**src/hdl/spq_pkg.sv**
```systemverilog
// Shared types and constants for the sorted priority queue.
package spq_pkg;

    // Fixed field widths
    localparam int KEY_W = 8;
    localparam int CAP_W = 5;

    // Capacity register value after reset
    localparam logic [CAP_W-1:0] CAP_RESET = 5'd16;

    // Operation codes carried by the kind field
    localparam logic KIND_ENQ = 1'b0;
    localparam logic KIND_DEQ = 1'b1;

    // Per-cycle command broadcast to every cell of the chain
    typedef struct packed {
        logic enq;  // accepted enqueue that fits
        logic deq;  // accepted dequeue of a held entry
    } t_cell_ctrl;

endpackage

```
**src/hdl/spq_cell.sv**
```systemverilog
// One slot of the shift-register priority queue: holds one entry and trades with neighbors.
module spq_cell #(
    parameter int PAYLOAD_BITS = 32
) (
    input  logic                      i_clk,
    input  logic                      i_rst_n,
    input  spq_pkg::t_cell_ctrl       i_ctrl,
    input  logic [spq_pkg::KEY_W-1:0] i_new_key,
    input  logic [PAYLOAD_BITS-1:0]   i_new_payload,
    // left neighbor (toward the head)
    input  logic                      i_left_occ,
    input  logic                      i_left_ins,
    input  logic [spq_pkg::KEY_W-1:0] i_left_key,
    input  logic [PAYLOAD_BITS-1:0]   i_left_payload,
    // right neighbor (toward the tail)
    input  logic                      i_right_occ,
    input  logic [spq_pkg::KEY_W-1:0] i_right_key,
    input  logic [PAYLOAD_BITS-1:0]   i_right_payload,
    // this cell's state
    output logic                      o_occ,
    output logic                      o_ins,
    output logic [spq_pkg::KEY_W-1:0] o_key,
    output logic [PAYLOAD_BITS-1:0]   o_payload
);

    logic                      r_occ;
    logic                      n_occ;
    logic [spq_pkg::KEY_W-1:0] r_key;
    logic [spq_pkg::KEY_W-1:0] n_key;
    logic [PAYLOAD_BITS-1:0]   r_payload;
    logic [PAYLOAD_BITS-1:0]   n_payload;
    logic                      ins;

    // New entry goes at or before this slot: slot is empty or holds a greater key
    assign ins = !r_occ || (r_key > i_new_key);

    // Next state: insert/shift right on enqueue, shift left on dequeue
    always_comb begin
        n_occ     = r_occ;
        n_key     = r_key;
        n_payload = r_payload;
        if (i_ctrl.enq) begin
            n_occ = r_occ | i_left_occ;
            if (ins) begin
                if (i_left_ins) begin
                    n_key     = i_left_key;
                    n_payload = i_left_payload;
                end else begin
                    n_key     = i_new_key;
                    n_payload = i_new_payload;
                end
            end
        end else if (i_ctrl.deq) begin
            n_occ     = i_right_occ;
            n_key     = i_right_key;
            n_payload = i_right_payload;
        end
    end

    // Occupancy is control state; entry data needs no reset
    always_ff @(posedge i_clk) begin
        if (!i_rst_n) begin
            r_occ <= 1'b0;
        end else begin
            r_occ <= n_occ;
        end
    end

    always_ff @(posedge i_clk) begin
        r_key     <= n_key;
        r_payload <= n_payload;
    end

    assign o_occ     = r_occ;
    assign o_ins     = ins;
    assign o_key     = r_key;
    assign o_payload = r_payload;

endmodule

```
**src/hdl/sorted_priority_queue.sv**
```systemverilog
// Top level of the sorted priority queue: command decode, cell chain and result register.
//
// Usage:
//   Command channel (i_cmd_valid / o_cmd_stall) carries one item: i_kind selects
//   enqueue (i_key, i_payload) or dequeue. Result channel (o_res_valid / i_res_stall)
//   returns one item per command: the dequeued entry (o_out_valid, o_out_key,
//   o_out_payload, zero otherwise), o_error for an enqueue into a full queue or a
//   dequeue from an empty one, and the status after the command (o_is_empty,
//   o_is_full, o_entry_count).
//   Entries sit in a row of DEPTH cells kept in key order, head in cell 0. Every
//   cell compares its key with the incoming one and all cells shift in the same
//   cycle, so the time a command takes does not depend on the fill level.
//   The result is registered and appears in the cycle after the command is accepted.
//   Throughput: one command per cycle while o_cmd_stall is low, set by the
//   compare-and-shift of the chain and the one result register.
//   Stall: while a result waits under i_res_stall, o_cmd_stall is high and the
//   queue holds its contents; a result taken in the same cycle frees the slot.
//   Reset: queue empty, capacity 16 (saturated to DEPTH), no result pending. The user
//   writes capacity (i_cfg_we / i_cfg_wdata) only while idle, not enforced; entries kept.
module sorted_priority_queue #(
    parameter int DEPTH        = 16,
    parameter int PAYLOAD_BITS = 32,
    localparam int CNT_W       = $clog2(DEPTH + 1)
) (
    input  logic                      i_clk,
    input  logic                      i_rst_n,
    // command channel
    input  logic                      i_cmd_valid,
    output logic                      o_cmd_stall,
    input  logic                      i_kind,
    input  logic [spq_pkg::KEY_W-1:0] i_key,
    input  logic [PAYLOAD_BITS-1:0]   i_payload,
    // result channel
    output logic                      o_res_valid,
    input  logic                      i_res_stall,
    output logic                      o_out_valid,
    output logic [spq_pkg::KEY_W-1:0] o_out_key,
    output logic [PAYLOAD_BITS-1:0]   o_out_payload,
    output logic                      o_error,
    output logic                      o_is_empty,
    output logic                      o_is_full,
    output logic [CNT_W-1:0]          o_entry_count,
    // capacity register
    input  logic                      i_cfg_we,
    input  logic [spq_pkg::CAP_W-1:0] i_cfg_wdata
);

    localparam int CMP_W = (CNT_W > spq_pkg::CAP_W) ? CNT_W : spq_pkg::CAP_W;
    localparam logic [CMP_W-1:0] DEPTH_C = CMP_W'(DEPTH);

    logic [spq_pkg::CAP_W-1:0] r_cap;
    logic [CNT_W-1:0]          r_count;
    logic [CNT_W-1:0]          n_count;

    logic                      r_res_valid;
    logic                      r_out_valid;
    logic [spq_pkg::KEY_W-1:0] r_out_key;
    logic [PAYLOAD_BITS-1:0]   r_out_payload;
    logic                      r_error;
    logic                      r_is_empty;
    logic                      r_is_full;

    logic [CMP_W-1:0]          eff_cap;
    logic                      full_now;
    logic                      full_next;
    logic                      cmd_accept;
    logic                      enq_ok;
    logic                      deq_ok;
    spq_pkg::t_cell_ctrl       ctrl;

    logic [DEPTH-1:0]          occ;
    logic [DEPTH-1:0]          ins;
    logic [spq_pkg::KEY_W-1:0] cell_key [DEPTH];
    logic [PAYLOAD_BITS-1:0]   cell_pay [DEPTH];

    // Capacity saturates at the built depth
    always_comb begin
        if (CMP_W'(r_cap) > DEPTH_C) begin
            eff_cap = DEPTH_C;
        end else begin
            eff_cap = CMP_W'(r_cap);
        end
    end

    // Command decode
    assign o_cmd_stall = r_res_valid && i_res_stall;
    assign cmd_accept  = i_cmd_valid && !o_cmd_stall;
    assign full_now    = CMP_W'(r_count) >= eff_cap;
    assign enq_ok      = cmd_accept && (i_kind == spq_pkg::KIND_ENQ) && !full_now;
    assign deq_ok      = cmd_accept && (i_kind == spq_pkg::KIND_DEQ) && (r_count != '0);
    assign ctrl.enq    = enq_ok;
    assign ctrl.deq    = deq_ok;

    // Count update
    always_comb begin
        n_count = r_count;
        if (enq_ok) begin
            n_count = r_count + CNT_W'(1);
        end else if (deq_ok) begin
            n_count = r_count - CNT_W'(1);
        end
    end
    assign full_next = CMP_W'(n_count) >= eff_cap;

    // Chain of cells, head at index 0
    genvar gi;
    generate
        for (gi = 0; gi < DEPTH; gi++) begin : g_cell
            logic                      left_occ;
            logic                      left_ins;
            logic [spq_pkg::KEY_W-1:0] left_key;
            logic [PAYLOAD_BITS-1:0]   left_pay;
            logic                      right_occ;
            logic [spq_pkg::KEY_W-1:0] right_key;
            logic [PAYLOAD_BITS-1:0]   right_pay;

            if (gi == 0) begin : g_head
                assign left_occ = 1'b1;
                assign left_ins = 1'b0;
                assign left_key = cell_key[gi];
                assign left_pay = cell_pay[gi];
            end else begin : g_mid
                assign left_occ = occ[gi-1];
                assign left_ins = ins[gi-1];
                assign left_key = cell_key[gi-1];
                assign left_pay = cell_pay[gi-1];
            end

            if (gi == DEPTH - 1) begin : g_tail
                assign right_occ = 1'b0;
                assign right_key = cell_key[gi];
                assign right_pay = cell_pay[gi];
            end else begin : g_body
                assign right_occ = occ[gi+1];
                assign right_key = cell_key[gi+1];
                assign right_pay = cell_pay[gi+1];
            end

            spq_cell #(
                .PAYLOAD_BITS(PAYLOAD_BITS)
            ) u_cell (
                .i_clk          (i_clk),
                .i_rst_n        (i_rst_n),
                .i_ctrl         (ctrl),
                .i_new_key      (i_key),
                .i_new_payload  (i_payload),
                .i_left_occ     (left_occ),
                .i_left_ins     (left_ins),
                .i_left_key     (left_key),
                .i_left_payload (left_pay),
                .i_right_occ    (right_occ),
                .i_right_key    (right_key),
                .i_right_payload(right_pay),
                .o_occ          (occ[gi]),
                .o_ins          (ins[gi]),
                .o_key          (cell_key[gi]),
                .o_payload      (cell_pay[gi])
            );
        end
    endgenerate

    // Control registers
    always_ff @(posedge i_clk) begin
        if (!i_rst_n) begin
            r_cap       <= spq_pkg::CAP_RESET;
            r_count     <= '0;
            r_res_valid <= 1'b0;
        end else begin
            if (i_cfg_we) begin
                r_cap <= i_cfg_wdata;
            end
            r_count <= n_count;
            if (cmd_accept) begin
                r_res_valid <= 1'b1;
            end else if (!i_res_stall) begin
                r_res_valid <= 1'b0;
            end
        end
    end

    // Result register, loaded with each accepted item
    always_ff @(posedge i_clk) begin
        if (cmd_accept) begin
            r_out_valid   <= deq_ok;
            r_out_key     <= deq_ok ? cell_key[0] : '0;
            r_out_payload <= deq_ok ? cell_pay[0] : '0;
            r_error       <= !(enq_ok || deq_ok);
            r_is_empty    <= (n_count == '0);
            r_is_full     <= full_next;
        end
    end

    assign o_res_valid   = r_res_valid;
    assign o_out_valid   = r_out_valid;
    assign o_out_key     = r_out_key;
    assign o_out_payload = r_out_payload;
    assign o_error       = r_error;
    assign o_is_empty    = r_is_empty;
    assign o_is_full     = r_is_full;
    assign o_entry_count = r_count;

    // Occupied cells form a prefix of the chain whose length is the count
    a_occ_matches_count: assert property (@(posedge i_clk) disable iff (!i_rst_n)
        (CNT_W'($countones(occ)) == r_count) && (occ[0] || (r_count == '0)))
        else $error("cell occupancy disagrees with entry count");

    // Count never exceeds the built depth
    a_count_bound: assert property (@(posedge i_clk) disable iff (!i_rst_n)
        CMP_W'(r_count) <= DEPTH_C)
        else $error("entry count beyond depth");

    // A successful dequeue returns an entry in the next result
    a_deq_result: assert property (@(posedge i_clk) disable iff (!i_rst_n)
        deq_ok |=> (o_res_valid && o_out_valid && !o_error))
        else $error("dequeue did not return an entry");

    // A successful enqueue grows the queue by exactly one
    a_enq_count: assert property (@(posedge i_clk) disable iff (!i_rst_n)
        enq_ok |=> (r_count == $past(r_count) + CNT_W'(1)))
        else $error("enqueue did not grow the count");

    // Head key never exceeds its neighbor's while both are held
    a_head_sorted: assert property (@(posedge i_clk) disable iff (!i_rst_n)
        (occ[0] && occ[1]) |-> (cell_key[0] <= cell_key[1]))
        else $error("head entry out of key order");

endmodule

```
**config.mk**
```make
export PLATFORM = sky130hd
export DESIGN_NAME = sorted_priority_queue
export DESIGN_NICKNAME = d
export VERILOG_FILES = /design/src/hdl/spq_pkg.sv /design/src/hdl/spq_cell.sv /design/src/hdl/sorted_priority_queue.sv
export SDC_FILE = /design/constraint.sdc
export NUM_CORES = 2
export LEC_CHECK = 0
export ABC_CLOCK_PERIOD_IN_PS = 5650
export BUFFER_PORTS_ARGS = -buffer_cell sky130_fd_sc_hd__buf_2
export CAP_MARGIN = 5
export CORE_MARGIN = 2
export CORE_UTILIZATION = 40
export DETAILED_ROUTE_END_ITERATION = 6
export GPL_TIMING_DRIVEN = 0
export SYNTH_ARGS = -nofsm -noshare
export SYNTH_HDL_FRONTEND = slang
export SYNTH_HIERARCHICAL = 1
export SYNTH_SLANG_ARGS = --single-unit
```
**constraint.sdc**
```tcl
create_clock -name i_clk -period 5.65 [get_ports i_clk]
set_input_delay 1.4125 -clock i_clk [delete_from_list [all_inputs] [get_ports i_clk]]
set_output_delay 1.4125 -clock i_clk [all_outputs]
set_load 0.05 [all_outputs]
```
==> metrics.csv <==
metric,value,unit
critPathMaxFanout,32,
clockBufferDepth,3,
cts_tree,done,
critPathKind,in -> reg,
synthToLayoutAreaGrowth,13.1,%
clkPwrFrac,0.319,
cts.sinks,711,
grt_pass1_vias,25227,
top_layer_used,met4,
overflow,0,
maxCapViolCount,0,
drtIter0Drc,1119,
fin_ws,1.59,ns
grt_first_pass_wirelength,139,mm
slew_viol_final,0,
cts_resized,0,
drt-vias-per-instance,4.83,
worst_ep_arrival_time,4.42,ns
wl_met1,41.7,mm
drive_gt1_frac,0.104,
finalClockSkew,0.0220,ns
drt-total-wl,87.2,mm
crit_buf_inv,4,
max_slew_margin,0.397,
final_core_util,0.457,
vdd_drop_max,0.225,mV
drc,0,
p_leak,20.3,nW
start_util,0.404,
fp.dieArea,101000,sq um
wl_met3,2.53,mm
final_cell_mix,"689 x a21oi_1, 684 x edfxtp_1, 680 x nor2_1",
worst_slew_pin_slew,0.904,ns
min_path_type,reg -> reg,
clk_latency,0.63,ns
end_kind,register,
p_int,10.8,mW
layout_commonest_cell,a21oi_1,
fin_crit_sh,0.719,
grt_max_degree,49,
rsz0062_at_grt,no,
pwr-share-comb,0.206,
cts_buffers,81,
place_congestion,0.778,
fp.dieW,317,um
setup_viol,0,
rows,114,
via_count,24744,
critPathTopFamily,buffers and inverters,
io_pins,102,
htree_levels,3,
timing.final.hold_violations,0,
p_sw,4.46,mW
yosysWarnings,6,
path_clk_slew,0.06,ns
p_per_area,345,nW/um^2
period_needed,4.06,ns
synth_area,39200,sq um
required,6.01,ns
start_kind,input port,
portBuffers,100,
p_seq_frac,0.475,
dr.pass1.iters,5,
die_h,317,um
crit_chain,buf_2 -> inv_1 -> ha_1 -> nand4_2 -> nor2_1 -> o41ai_1 -> nand2_1 -> clkbuf_1 -> buf_4 -> mux2i_1 -> a21oi_1,
layout.nets,3968,
ant_nets,0,
timing.fmax,246,MHz
syn_avg_cell_area,11.0,sq um
sw_frac_of_total,0.292,
status,finished clean,
syn_inst,3575,
hpwl,70.0,mm
grt_usage,0.174,
dp_slack,0.949,ns
holdBufCountCts,0,
critical-path-max-stage-delay,0.79,ns
antenna_found_initial,3,
cp_slowest_cell,o41ai_1,
post_cts_buffers,0,
power.total,15.3,mW
wl_per_cell,17.0,um
root_buffer,clkbuf_16,
met2_wirelength,40.8,mm
fin_setup_tns,0,ns
core_area,97000,sq um
[metrics by stage]
step	hold WS, ns	area, sq um	cells
after floorplan	0.452	39200	3576
after global placement	0.474	41300	4952
after detailed placement	0.498	41900	4970
after CTS	0.513	44400	5119
after global routing	0.560	44400	5122
final	0.500	44400	5122
[worst paths after layout]
check	from	end	slack, ns	cells after the start
hold reg to reg	r_cap[0]	r_cap[0]	0.50	2
setup / recovery	i_key[7]	g_cell[15].u_cell/o_payload[27]	1.59	11
setup reg to reg	o_entry_count[0]	g_cell[15].u_cell/o_payload[10]	1.94	9
hold / removal	r_cap[0]	r_cap[0]	0.50	2
[layer usage]
metal,vias to the layer above,track usage
met5,-,0
met4,0,0.0512
met3,128,0.0206
met2,333,0.296
met1,10977,0.233
li1,13306,-
[tightest hold or removal path, delay by kind of cell, from the launching register on]
family	cells	cell delay, ns
AND/OR/NAND/NOR	1	0.08
multiplexers	1	0.07
flip-flops	1	0.32
[flip-flops by register name, summed over array words and instances (netlist names), 5 cells and up]
| signal | flops |
|---|---|
| r_cap | 5 |
| o_entry_count | 5 |
| o_out_payload | 32 |
| g_cell.u_cell/o_payload | 512 |
| g_cell.u_cell/o_occ | 16 |
| g_cell.u_cell/o_key | 128 |
| o_out_key | 8 |
[power by group through the flow]
| stage | logic, mW | registers, mW | clock network [mW] |
|---|---|---|---|
| after floorplan | 2.26 | 7.31 | 0 |
| after global placement | 2.96 | 7.42 | 0 |
| after detailed placement | 3.17 | 7.36 | 0 |
| after CTS | 3.18 | 7.26 | 5.04 |
| after global routing | 3.56 | 7.35 | 5.21 |
| final | 3.15 | 7.26 | 4.88 |
[cell type report]
cell class                      instances  area, sq um
Antenna cell                            3         7.51
Buffer                                229         1320
Clock buffer                          109         2160
Clock inverter                         40          275
Fill cell                            9369        52600
Inverter                              170          638
Multi-Input combinational cell       2466        16400
Sequential cell                       711        21100
Tap cell                             1276         1600
Timing Repair Buffer                  118          861
Note: power is estimated with default switching activity, not from simulation.
